### src/design/gtg_pkg.sv
// Shared types, constants and helper functions of the go-to-goal controller.
// Used by gtg_smul and go_to_goal_controller; depends on nothing else.
package gtg_pkg;

    localparam int MulW      = 52;   // product and multiplicand width
    localparam int MulBits   = 18;   // multiplier width, one bit retired per cycle
    localparam int CordW     = 28;   // CORDIC x/y datapath width
    localparam int AngTabLen = 24;
    localparam int OutW      = 24;

    localparam logic [MulBits-1:0] HeadScale = 18'd83443;   // Q3.13 rad to binary angle
    localparam logic [MulBits-1:0] ErrScale  = 18'd205887;  // binary angle to Q3.13 rad

    typedef enum logic [2:0] {
        CFG_GOAL_X    = 3'd0,
        CFG_GOAL_Y    = 3'd1,
        CFG_TOLERANCE = 3'd2,
        CFG_LIN_GAIN  = 3'd3,
        CFG_ANG_GAIN  = 3'd4,
        CFG_INT_GAIN  = 3'd5
    } t_cfg_idx;

    typedef struct packed {
        logic               start;
        logic [MulW-1:0]    multiplicand;
        logic [MulBits-1:0] multiplier;
    } t_mul_req;

    typedef struct packed {
        logic            done;
        logic [MulW-1:0] product;
    } t_mul_rsp;

    function automatic logic [31:0] cordic_angle(input logic [4:0] idx);
        logic [31:0] a;
        unique case (idx)
            5'd0:    a = 32'h20000000;
            5'd1:    a = 32'h12E4051D;
            5'd2:    a = 32'h09FB385B;
            5'd3:    a = 32'h051111D4;
            5'd4:    a = 32'h028B0D43;
            5'd5:    a = 32'h0145D7E1;
            5'd6:    a = 32'h00A2F61E;
            5'd7:    a = 32'h00517C55;
            5'd8:    a = 32'h0028BE53;
            5'd9:    a = 32'h00145F2E;
            5'd10:   a = 32'h000A2F98;
            5'd11:   a = 32'h000517CC;
            5'd12:   a = 32'h00028BE6;
            5'd13:   a = 32'h000145F3;
            5'd14:   a = 32'h0000A2F9;
            5'd15:   a = 32'h0000517C;
            5'd16:   a = 32'h000028BE;
            5'd17:   a = 32'h0000145F;
            5'd18:   a = 32'h00000A2F;
            5'd19:   a = 32'h00000517;
            5'd20:   a = 32'h0000028B;
            5'd21:   a = 32'h00000145;
            5'd22:   a = 32'h000000A2;
            5'd23:   a = 32'h00000051;
            default: a = 32'h00000000;
        endcase
        return a;
    endfunction

    // Clamp a signed wide value to the 24-bit command range.
    function automatic logic [OutW-1:0] sat24(input logic signed [MulW-1:0] v);
        logic [OutW-1:0] r;
        if (v > $signed(52'sd8388607)) begin
            r = 24'h7FFFFF;
        end else if (v < -$signed(52'sd8388608)) begin
            r = 24'h800000;
        end else begin
            r = v[OutW-1:0];
        end
        return r;
    endfunction

endpackage

### src/design/gtg_smul.sv
// Bit-serial shift-and-add multiplier, one multiplier bit per cycle.
// Depends on gtg_pkg for widths and the request/response structs.
module gtg_smul (
    input  logic              i_clk,
    input  logic              i_rst_n,
    input  gtg_pkg::t_mul_req i_req,
    output gtg_pkg::t_mul_rsp o_rsp
);
    import gtg_pkg::*;

    logic [MulW-1:0]    r_a;
    logic [MulBits-1:0] r_b;
    logic [MulW-1:0]    r_acc;
    logic [4:0]         r_cnt;
    logic               r_busy;
    logic               r_done;

    always_ff @(posedge i_clk) begin
        if (!i_rst_n) begin
            r_busy <= 1'b0;
            r_done <= 1'b0;
            r_cnt  <= '0;
        end else if (i_req.start) begin
            r_a    <= i_req.multiplicand;
            r_b    <= i_req.multiplier;
            r_acc  <= '0;
            r_cnt  <= '0;
            r_busy <= 1'b1;
            r_done <= 1'b0;
        end else begin
            r_done <= 1'b0;
            if (r_busy) begin
                r_acc <= r_acc + (r_b[0] ? r_a : '0);
                r_a   <= r_a << 1;
                r_b   <= r_b >> 1;
                r_cnt <= r_cnt + 5'd1;
                if (r_cnt == 5'(MulBits - 1)) begin
                    r_busy <= 1'b0;
                    r_done <= 1'b1;
                end
            end
        end
    end

    assign o_rsp.done    = r_done;
    assign o_rsp.product = r_acc;

endmodule

### src/design/go_to_goal_controller.sv
// Go-to-goal controller: distance, bearing and velocity commands for a planar robot.
// Depends on gtg_pkg and instantiates the serial multiplier gtg_smul.
//
// One pose word in gives one command word out. From acceptance until the command word is
// valid an item takes seven passes through the single bit-serial multiplier (two squares,
// heading scale, error scale, angular gain, two linear terms), a digit-by-digit square
// root, one CORDIC step per cycle for CORDIC_ITERATIONS steps (at most 24) and the load
// of the output register, which waits while a stalled word still holds it. The next pose
// is taken in the cycle after that load. Once the goal is reached the word is answered
// with zero commands and the arrived flag. A new pose is taken while the previous result
// still waits at the output. Writing the goal or the tolerance clears the integrator and
// the arrived flag; gain writes take effect at once.
module go_to_goal_controller #(
    parameter int CORDIC_ITERATIONS = 16
) (
    input  logic        i_clk,
    input  logic        i_rst_n,
    input  logic        i_valid,
    output logic        o_stall,
    input  logic [15:0] i_pose_x,
    input  logic [15:0] i_pose_y,
    input  logic [15:0] i_pose_heading,
    output logic        o_valid,
    input  logic        i_stall,
    output logic [23:0] o_linear_velocity,
    output logic [23:0] o_angular_velocity,
    output logic        o_arrived,
    input  logic        i_cfg_valid,
    output logic        o_cfg_ready,
    input  logic [2:0]  i_cfg_index,
    input  logic [15:0] i_cfg_data
);
    import gtg_pkg::*;

    localparam int CordN = (CORDIC_ITERATIONS > AngTabLen) ? AngTabLen : CORDIC_ITERATIONS;

    typedef enum logic [10:0] {
        ST_IDLE = 11'b00000000001,
        ST_SQX  = 11'b00000000010,
        ST_SQY  = 11'b00000000100,
        ST_SQRT = 11'b00000001000,
        ST_CORD = 11'b00000010000,
        ST_HEAD = 11'b00000100000,
        ST_ERR  = 11'b00001000000,
        ST_ANG  = 11'b00010000000,
        ST_LINA = 11'b00100000000,
        ST_LINB = 11'b01000000000,
        ST_DONE = 11'b10000000000
    } t_state;

    t_state r_state;

    logic [15:0] r_goal_x, r_goal_y, r_tol, r_lin_gain, r_ang_gain, r_int_gain;
    logic [31:0] r_integ;
    logic        r_arrived;

    logic signed [16:0] r_dx, r_dy;
    logic [15:0]        r_head;
    logic [MulW-1:0]    r_sq;
    logic [33:0]        r_rem, r_res, r_bit;
    logic [16:0]        r_dist;
    logic signed [CordW-1:0] r_cx, r_cy;
    logic [31:0]        r_cz;
    logic [4:0]         r_iter;
    logic [MulW-1:0]    r_lin_hi;
    logic [OutW-1:0]    r_ang_res, r_lin_res;
    logic               r_arr_res;

    logic            r_out_valid;
    logic [OutW-1:0] r_out_lin, r_out_ang;
    logic            r_out_arr;

    t_mul_req mul_req;
    t_mul_rsp mul_rsp;

    gtg_smul u_smul (
        .i_clk  (i_clk),
        .i_rst_n(i_rst_n),
        .i_req  (mul_req),
        .o_rsp  (mul_rsp)
    );

    logic               in_accept;
    logic signed [16:0] dx_in, dy_in;
    logic [16:0]        dx_in_abs, dy_abs;

    assign in_accept = i_valid && !o_stall;
    assign dx_in     = {r_goal_x[15], r_goal_x} - {i_pose_x[15], i_pose_x};
    assign dy_in     = {r_goal_y[15], r_goal_y} - {i_pose_y[15], i_pose_y};
    assign dx_in_abs = dx_in[16] ? 17'(-dx_in) : 17'(dx_in);
    assign dy_abs    = r_dy[16] ? 17'(-r_dy) : 17'(r_dy);

    // Square root: one result bit per cycle.
    logic [33:0] sq_trial, n_rem, n_res;
    logic        sq_ge;
    assign sq_trial = r_res + r_bit;
    assign sq_ge    = r_rem >= sq_trial;
    assign n_rem    = sq_ge ? r_rem - sq_trial : r_rem;
    assign n_res    = sq_ge ? (r_res >> 1) + r_bit : r_res >> 1;

    logic [16:0] n_dist;
    logic        at_goal;
    logic [32:0] integ_sum;
    assign n_dist    = n_res[16:0];
    assign at_goal   = n_dist <= {1'b0, r_tol};
    assign integ_sum = {1'b0, r_integ} + 33'(n_dist);

    // CORDIC pre-rotation and step.
    logic signed [CordW-1:0] cx_init, cy_init, cx_sh, cy_sh, n_cx, n_cy;
    logic [31:0]             n_cz;
    logic                    cy_pos, cord_last;
    assign cx_init   = CordW'(r_dx) <<< 8;
    assign cy_init   = CordW'(r_dy) <<< 8;
    assign cx_sh     = r_cx >>> r_iter;
    assign cy_sh     = r_cy >>> r_iter;
    assign cy_pos    = !r_cy[CordW-1] && (r_cy != '0);
    assign n_cx      = cy_pos ? r_cx + cy_sh : r_cx - cy_sh;
    assign n_cy      = cy_pos ? r_cy - cx_sh : r_cy + cx_sh;
    assign n_cz      = cy_pos ? r_cz + cordic_angle(r_iter) : r_cz - cordic_angle(r_iter);
    assign cord_last = r_iter == 5'(CordN - 1);

    // Post-processing of multiplier results.
    logic signed [MulW-1:0] prod_s, errq_sum, ang_sum, lin_sum;
    logic [31:0]            err_now;
    logic signed [17:0]     errq_now;
    assign prod_s   = $signed(mul_rsp.product);
    assign err_now  = r_cz - mul_rsp.product[31:0];
    assign errq_sum = prod_s + $signed(MulW'(64'd1 << 33));
    assign errq_now = errq_sum[MulW-1:34];
    assign ang_sum  = (prod_s + $signed(MulW'(512))) >>> 10;
    assign lin_sum  = $signed((r_lin_hi + mul_rsp.product + MulW'(64'd1 << 23)) >> 24);

    always_comb begin
        mul_req = '0;
        unique case (r_state)
            ST_IDLE: begin
                if (in_accept && !r_arrived) begin
                    mul_req.start        = 1'b1;
                    mul_req.multiplicand = MulW'(dx_in_abs);
                    mul_req.multiplier   = MulBits'(dx_in_abs);
                end
            end
            ST_SQX: begin
                if (mul_rsp.done) begin
                    mul_req.start        = 1'b1;
                    mul_req.multiplicand = MulW'(dy_abs);
                    mul_req.multiplier   = MulBits'(dy_abs);
                end
            end
            ST_CORD: begin
                if (cord_last) begin
                    mul_req.start        = 1'b1;
                    mul_req.multiplicand = MulW'($signed(r_head));
                    mul_req.multiplier   = HeadScale;
                end
            end
            ST_HEAD: begin
                if (mul_rsp.done) begin
                    mul_req.start        = 1'b1;
                    mul_req.multiplicand = MulW'($signed(err_now));
                    mul_req.multiplier   = ErrScale;
                end
            end
            ST_ERR: begin
                if (mul_rsp.done) begin
                    mul_req.start        = 1'b1;
                    mul_req.multiplicand = MulW'(errq_now);
                    mul_req.multiplier   = MulBits'(r_ang_gain);
                end
            end
            ST_ANG: begin
                if (mul_rsp.done) begin
                    mul_req.start        = 1'b1;
                    mul_req.multiplicand = MulW'(r_dist);
                    mul_req.multiplier   = MulBits'(r_lin_gain);
                end
            end
            ST_LINA: begin
                if (mul_rsp.done) begin
                    mul_req.start        = 1'b1;
                    mul_req.multiplicand = MulW'(r_integ);
                    mul_req.multiplier   = MulBits'(r_int_gain);
                end
            end
            default: begin
                mul_req = '0;
            end
        endcase
    end

    always_ff @(posedge i_clk) begin
        if (!i_rst_n) begin
            r_state     <= ST_IDLE;
            r_goal_x    <= '0;
            r_goal_y    <= '0;
            r_tol       <= 16'd512;
            r_lin_gain  <= 16'd512;
            r_ang_gain  <= 16'd1536;
            r_int_gain  <= 16'd3355;
            r_integ     <= '0;
            r_arrived   <= 1'b0;
            r_out_valid <= 1'b0;
        end else begin
            if (r_out_valid && !i_stall && r_state != ST_DONE) begin
                r_out_valid <= 1'b0;
            end
            if (i_cfg_valid) begin
                unique case (i_cfg_index)
                    CFG_GOAL_X: begin
                        r_goal_x  <= i_cfg_data;
                        r_integ   <= '0;
                        r_arrived <= 1'b0;
                    end
                    CFG_GOAL_Y: begin
                        r_goal_y  <= i_cfg_data;
                        r_integ   <= '0;
                        r_arrived <= 1'b0;
                    end
                    CFG_TOLERANCE: begin
                        r_tol     <= i_cfg_data;
                        r_integ   <= '0;
                        r_arrived <= 1'b0;
                    end
                    CFG_LIN_GAIN: r_lin_gain <= i_cfg_data;
                    CFG_ANG_GAIN: r_ang_gain <= i_cfg_data;
                    CFG_INT_GAIN: r_int_gain <= i_cfg_data;
                    default: begin
                    end
                endcase
            end
            unique case (r_state)
                ST_IDLE: begin
                    if (in_accept) begin
                        r_dx   <= dx_in;
                        r_dy   <= dy_in;
                        r_head <= i_pose_heading;
                        if (r_arrived) begin
                            r_lin_res <= '0;
                            r_ang_res <= '0;
                            r_arr_res <= 1'b1;
                            r_state   <= ST_DONE;
                        end else begin
                            r_state <= ST_SQX;
                        end
                    end
                end
                ST_SQX: begin
                    if (mul_rsp.done) begin
                        r_sq    <= mul_rsp.product;
                        r_state <= ST_SQY;
                    end
                end
                ST_SQY: begin
                    if (mul_rsp.done) begin
                        r_rem   <= 34'(r_sq + mul_rsp.product);
                        r_res   <= '0;
                        r_bit   <= 34'd1 << 32;
                        r_state <= ST_SQRT;
                    end
                end
                ST_SQRT: begin
                    r_rem <= n_rem;
                    r_res <= n_res;
                    r_bit <= r_bit >> 2;
                    if (r_bit[0]) begin
                        r_dist <= n_dist;
                        if (at_goal) begin
                            r_arrived <= 1'b1;
                            r_lin_res <= '0;
                            r_ang_res <= '0;
                            r_arr_res <= 1'b1;
                            r_state   <= ST_DONE;
                        end else begin
                            r_integ <= integ_sum[32] ? 32'hFFFFFFFF : integ_sum[31:0];
                            r_iter  <= '0;
                            if (r_dx[16]) begin
                                r_cx <= -cx_init;
                                r_cy <= -cy_init;
                                r_cz <= 32'h80000000;
                            end else begin
                                r_cx <= cx_init;
                                r_cy <= cy_init;
                                r_cz <= '0;
                            end
                            r_state <= ST_CORD;
                        end
                    end
                end
                ST_CORD: begin
                    r_cx   <= n_cx;
                    r_cy   <= n_cy;
                    r_cz   <= n_cz;
                    r_iter <= r_iter + 5'd1;
                    if (cord_last) begin
                        r_state <= ST_HEAD;
                    end
                end
                ST_HEAD: begin
                    if (mul_rsp.done) begin
                        r_state <= ST_ERR;
                    end
                end
                ST_ERR: begin
                    if (mul_rsp.done) begin
                        r_state <= ST_ANG;
                    end
                end
                ST_ANG: begin
                    if (mul_rsp.done) begin
                        r_ang_res <= sat24(ang_sum);
                        r_state   <= ST_LINA;
                    end
                end
                ST_LINA: begin
                    if (mul_rsp.done) begin
                        r_lin_hi <= mul_rsp.product << 16;
                        r_state  <= ST_LINB;
                    end
                end
                ST_LINB: begin
                    if (mul_rsp.done) begin
                        r_lin_res <= sat24(lin_sum);
                        r_arr_res <= 1'b0;
                        r_state   <= ST_DONE;
                    end
                end
                ST_DONE: begin
                    // The word moves to the output register once that is free.
                    if (!r_out_valid || !i_stall) begin
                        r_out_valid <= 1'b1;
                        r_out_lin   <= r_lin_res;
                        r_out_ang   <= r_ang_res;
                        r_out_arr   <= r_arr_res;
                        r_state     <= ST_IDLE;
                    end
                end
                default: begin
                    r_state <= ST_IDLE;
                end
            endcase
        end
    end

    assign o_stall            = r_state != ST_IDLE;
    assign o_cfg_ready        = 1'b1;
    assign o_valid            = r_out_valid;
    assign o_linear_velocity  = r_out_lin;
    assign o_angular_velocity = r_out_ang;
    assign o_arrived          = r_out_arr;

    a_arrived_zero: assert property (@(posedge i_clk) disable iff (!i_rst_n)
        o_valid && o_arrived |-> o_linear_velocity == '0 && o_angular_velocity == '0)
        else $error("arrived word carries non-zero commands");

    a_linear_nonneg: assert property (@(posedge i_clk) disable iff (!i_rst_n)
        o_valid |-> !o_linear_velocity[OutW-1])
        else $error("linear command negative");

    a_mul_state: assert property (@(posedge i_clk) disable iff (!i_rst_n)
        mul_rsp.done |-> r_state == ST_SQX || r_state == ST_SQY || r_state == ST_HEAD
            || r_state == ST_ERR || r_state == ST_ANG || r_state == ST_LINA
            || r_state == ST_LINB)
        else $error("multiplier finished outside a multiply step");

endmodule
### config.mk
export PLATFORM = sky130hd
export DESIGN_NAME = go_to_goal_controller
export DESIGN_NICKNAME = d
export VERILOG_FILES = /design/src/design/gtg_pkg.sv /design/src/design/gtg_smul.sv /design/src/design/go_to_goal_controller.sv
export SDC_FILE = /design/constraint.sdc
export NUM_CORES = 2
export LEC_CHECK = 0
export ABC_AREA = 1
export BUFFER_PORTS_ARGS = -buffer_cell sky130_fd_sc_hd__buf_4
export CAP_MARGIN = 40
export CORE_MARGIN = 2
export CORE_UTILIZATION = 40
export CTS_CLUSTER_DIAMETER = 30
export DETAILED_ROUTE_END_ITERATION = 6
export GPL_ROUTABILITY_DRIVEN = 0
export PLACE_DENSITY_LB_ADDON = 0.15
export SYNTH_ARGS = -nofsm -noshare
export SYNTH_HDL_FRONTEND = slang
export SYNTH_HIERARCHICAL = 1
export SYNTH_SLANG_ARGS = --single-unit
### constraint.sdc
create_clock -name i_clk -period 9.2 [get_ports i_clk]
set_clock_uncertainty 0.05 [all_clocks]
set_input_delay 0.46 -clock i_clk [delete_from_list [all_inputs] [get_ports i_clk]]
set_output_delay 0.46 -clock i_clk [all_outputs]
set_load 0.02 [all_outputs]
Word level (Yosys, flattened, before mapping):

Memory sizes are Yosys's and may differ from the RTL's. A register that Yosys moved wholly into a read port is not among the register bits.
Index checks and enable logic that the tools add are counted.

* magnitude comparators: 6
* shift-type cells: 2
* muxes and demuxes: 94
* add/subtract/negate cells: 25
* reductions and logical operators: 39
* bitwise operators: 2
* equality and inequality tests: 35

Operators by type and width (number)
* 71-bit 2-to-1 mux: 7
* 71-bit one-hot mux with 7 select lines: 1
* 32-bit 2-to-1 mux: 10
* 24-bit 2-to-1 mux: 10
* 28-bit 2-to-1 mux: 8
* 52-bit 2-to-1 mux: 4
* 34-bit one-hot mux with 2 select lines: 3
* 34-bit 2-to-1 mux: 5
* 24-bit one-hot mux with 3 select lines: 2
* 11-bit 2-to-1 mux: 13
* 11-bit one-hot mux with 11 select lines: 1
* 28-bit one-hot mux with 2 select lines: 2
* 52-bit adder: 2
* 34-bit adder: 2
* 32-bit one-hot mux with 2 select lines: 1
* 32-bit subtractor: 2
* 28-bit adder: 2
* 25-bit negator with 28-bit output: 2
* 28-bit by 5-bit >>> shifter with 28-bit output: 2
* 28-bit subtractor: 2
* 52-bit by 11-bit adder with 52-bit output, second input constant: 1
* 52-bit by 24-bit adder with 52-bit output, second input constant: 1
* 52-bit by 35-bit adder with 52-bit output, second input constant: 1
* 42-bit by 24-bit greater-than comparator with 1-bit output, second input constant: 1
* other kinds (53): 118

* memories: 2
* bits in read-only memories: 1920
* logic and storage cells: 240
* input bits: 72
* register bits after elaboration: 700
* output and inout bits: 52

Memory list
* (name not given): words 32, width 30, read ports 1, clocked after Yosys merged registers in 1, wr ports 0, line gtg_pkg.sv:36 `unique case (idx)`
* (name not given): words 32, width 30, read ports 1, clocked after Yosys merged registers in 1, wr ports 0, line gtg_pkg.sv:36

Depth between registers and ports, before layout:

* word-level depth: 8
* depth in mapped cells: 50
* mapped depth without buffers: 49

Modules after synthesis:

Netlist, hierarchy kept.

Modules (own cells, without submodules)
* go_to_goal_controller: seq. area each 15825.2 µm², area an instance 48798.1 µm², cells an instance 6871, instances 1
* gtg_smul: seq. area each 3803.6 µm², area an instance 9997.1 µm², cells an instance 1494, instances 1

Worst setup path after synthesis:

Ideal clock, no wire load.

* kind: register -> register
* from: reg r_state[10]
* to: reg u_smul.r_busy
* clock period less this slack: 8.754 ns
* arrival time: 8.621 ns
* cell stages (with the launch flop): 13
* slack: 0.446 ns
* buffers on the path: 1
* path through: dfxtp_1 nor3_2 inv_2 nor2_4 nand4_1 nor3_1 inv_1 nand4_1 clkbuf_1 inv_2 a21oi_1 o21ai_0 inv_1

RTL lines
* from (decl): line go_to_goal_controller.sv:51 `t_state r_state;`
* from (signal assigned): line go_to_goal_controller.sv:193 `r_state <= ST_IDLE;`
* from (signal assigned): line go_to_goal_controller.sv:241 `r_state <= ST_DONE;`
* from (signal assigned): line go_to_goal_controller.sv:243 `r_state <= ST_SQX;`
* to (signal assigned): line gtg_smul.sv:20 `r_busy <= 1'b0;`
* to (signal assigned): line gtg_smul.sv:28 `r_busy <= 1'b1;`
* to (signal assigned): line gtg_smul.sv:38 `r_busy <= 1'b0;`
* to (decl): line gtg_smul.sv:15 `logic r_busy;`

==> summary.txt <==
Status
  – Status: completed

Routing
  – Via Count: 58740
  – Drt first pass iters: 6
  – Residual DRC count: 0
  – Number of vias per cell: 5.50
  – Routed wire per std cell: 19.9 µm
  – Final antenna-violating net count: 0
  – Initial DRC count: 6233
  – Routed wire length: 213 mm

Global route
  – Initial antenna violation count: 6
  – Global-route wire length before repair: 324 mm
  – Largest net degree at the start of global routing: 88
  – Congestion Overflow GR: 0
  – Vias in the first global route: 54732
  – Total track usage: 0.277

Clocking
  – Clk_lat worst skew: 830 ps
  – CTS buffer count: 194
  – Clk slew on worst S/H paths: 40 ps
  – Post-CTS Setup Inserts: 0
  – CTS tree: done
  – Sinks on Clock Net: 713
  – Maximum root-to-sink buffer count: 3
  – H-tree depth: 4
  – Clock root buffer: clkbuf_16

Synth
  – Async set or reset register ratio after synthesis: 0
  – #FFs+latches synth: 713
  – Most frequent cells after synthesis: 2235 x nand2_1, 1028 x inv_1, 806 x nor2_1
  – Post-synthesis sequential area ratio: 0.334
  – Yosys cell types: 72
  – Syn_area_per_cell: 7.03 µm²
  – Post-Synthesis Cells: 8365
  – Top post-synthesis cells by area: edfxtp_1 27%, nand2_1 14%, ha_1 9.0%
  – Top FF cell, synth: edfxtp_1
  – Most common cell in the synthesized netlist: nand2_1
  – Cell area after synthesis: 58800 µm²
  – Yosys top cell area share: 0.273
  – Area leader, netlist: edfxtp_1
  – Net count of the mapped netlist: 8869
  – Syn. warnings: 6
  – Post-synth EDFFs: 535

STA
  – Worst slew margin: 0.337
  – Hold Vio Cnt, Final: 0
  – Number of setup violations in the final report: 0
  – Tcrit/Tclk final: 0.904
  – Fin. max-slew vios: 0
  – Post-route minimum period: 8320 ps
  – Worst slew pin tran: 984 ps
  – Post-Route Setup TNS: 0 ps
  – Fmax: 0.120 GHz
  – RSZ-0062 raised after global routing: no

Placed design
  – Half-perimeter wire length after placement: 166 mm
  – I/O Buffers: 122

Worst setup path
  – Worst Path Arrival: 8910 ps
  – Critical path fanouts, max: 26
  – CP Launch Type: flop
  – Max stage delay on crit path: 510 ps
  – Critical setup path kind: flop to flop
  – CP endpoint kind: flop
  – Reg2reg setup slack: 880 ps
  – Required time of the worst setup path: 9790 ps
  – Most used cell, CP: nand2_1
  – Slowest stage cell on the critical path: edfxtp_1

Die
  – Starting Density: 0.403
  – Row count: 140
  – I/O pin count: 124
  – Die ar.: 150000 µm²
  – Die span in y: 387 µm
  – Width of the die: 387 µm
  – Core footprint: 146000 µm²

Pwr
  – Worst vdd ir: 234 µV
  – Pwr Density: 275 nW/µm²
  – LEAKAGE: 31.9 nW

Final layout
  – Synth-to-layout area growth: 17.8%
  – Util after Layout: 0.475
  – Share of cells above drive strength 1: 0.0897
  – # diodes: 0
  – Nets@finish: 9097

Flow run
  – Max Cap Viol: 0

Min path
  – Worst Hold Class: input port to flop
final cells by class:
cell class | count | area (µm²)
fill | 14788 | 76500
clock buffer | 217 | 5040
sequential | 713 | 19600
timing repair buffer | 238 | 1980
inverter | 1077 | 4050
tap | 1917 | 2400
multi-input combinational | 6369 | 34300
clock inverter | 150 | 1880
repair_timing:
action	4_1_cts	5_1_grt
gates resized for setup	0	1
setup endpoints to repair	0	11
endpoints found under the hold margin	113	0
hold buffers	36	0
per-stage QoR:
step	std cells	setup WS [ps]	hold slack, ps	area [µm²]	total power, W
after floorplan	8365	446	350	58800	0.00947
after global routing	10681	35.1	28.3	69300	0.0201
after CTS	10680	814	13.3	69300	0.0190
final	10681	879	51.4	69300	0.0191
after detailed placement	10277	916	355	62000	0.0119
after global placement	10265	963	353	61800	0.0118
sequential cells by signal (all words and copies together), names as in the netlist, 17 cells and up, named ones only:
signal and count:
u_smul/r_a 52, u_smul/r_acc 52, r_lin_hi 36, r_rem 34, r_res 34, r_sq 34
r_cz 32, r_integ 32, r_cx 28, r_cy 28, o_angular_velocity 24, o_linear_velocity 24
r_ang_res 24, r_lin_res 24, u_smul/r_b 18, r_bit 17, r_dist 17, r_dx 17
r_dy 17
critical path, delay by kind of cell (launching register included):
kind / cells / cell delay [ps]
buf+inv: 5 / 790
compound gates: 9 / 1790
xor+xnor: 1 / 140
simple gates: 27 / 3360
fa+ha+maj: 5 / 1490
flops: 1 / 510
report_power, final:
group / internal (W) / switching [W] / total, W
combinational: 0.00220 / 0.00505 / 0.00725
clock: 0.00473 / 0.00229 / 0.00702
sequential: 0.00422 / 0.000561 / 0.00478
layout by cell type (no fill, tap or decap), types with 21 or more instances in the layout:
cell type	n
a21o_1	30
a21oi_1	671
a31oi_1	56
buf_4	190
bufinv_16	27
clkbuf_16	194
clkinv_1	27
clkinv_2	35
clkinvlp_4	30
dfxtp_1	178
dlygate4sd3_1	36
edfxtp_1	535
ha_1	422
inv_1	1026
inv_2	35
nand2_1	2233
nand2_2	65
nand3_1	565
nand3b_1	31
nand4_1	102
nor2_1	795
nor2_2	45
nor2_4	21
nor3_1	110
nor4_1	44
o211ai_1	35
o21a_1	29
o21ai_0	505
o21ai_1	27
o21bai_1	38
or2_2	25
xnor2_1	108
xor2_1	199
logic make-up (layout without fill, tap and decap cells):
logic type               after synthesis  in the layout  share of synthesized area
AO/OA/AOI/OAI                       1528           1528                      0.144
XOR/XNOR                             308            308                     0.0460
adder cells (fa/ha/maj)              432            432                     0.0932
buffers and inverters               1283           1682                     0.0847
flip-flops                           713            713                      0.334
other                                  2              2                   0.000128
AND/OR/NAND/NOR                     4099           4099                      0.298
metal layers:
layer  track usage  part of all wire  wire [µm]  vias to the layer above
met5             0          0.000061         13                        -
met2         0.406              0.42      88400                     2540
met3        0.0558             0.095      20300                      395
li1              -                 -          -                    28519
met4        0.0945             0.033       6950                        2
met1         0.401              0.46      97200                    27284
path summary, 6_finish.rpt:
| kind | from | endpoint | cells past startpoint |
|---|---|---|---|
| max reg2reg | r_bit[0]$_SDFFCE_PN0P_ | flop | 47 |
| min | i_cfg_index[0] | r_tol[9]$_SDFFE_PN1P_ | 3 |
| max | r_bit[0]$_SDFFCE_PN0P_ | flop | 47 |
| min reg2reg | r_lin_res[9]$_SDFFCE_PN0P_ | o_linear_velocity[9]$_DFFE_PP_ | 0 |
Power figures use the tool's default switching activity.
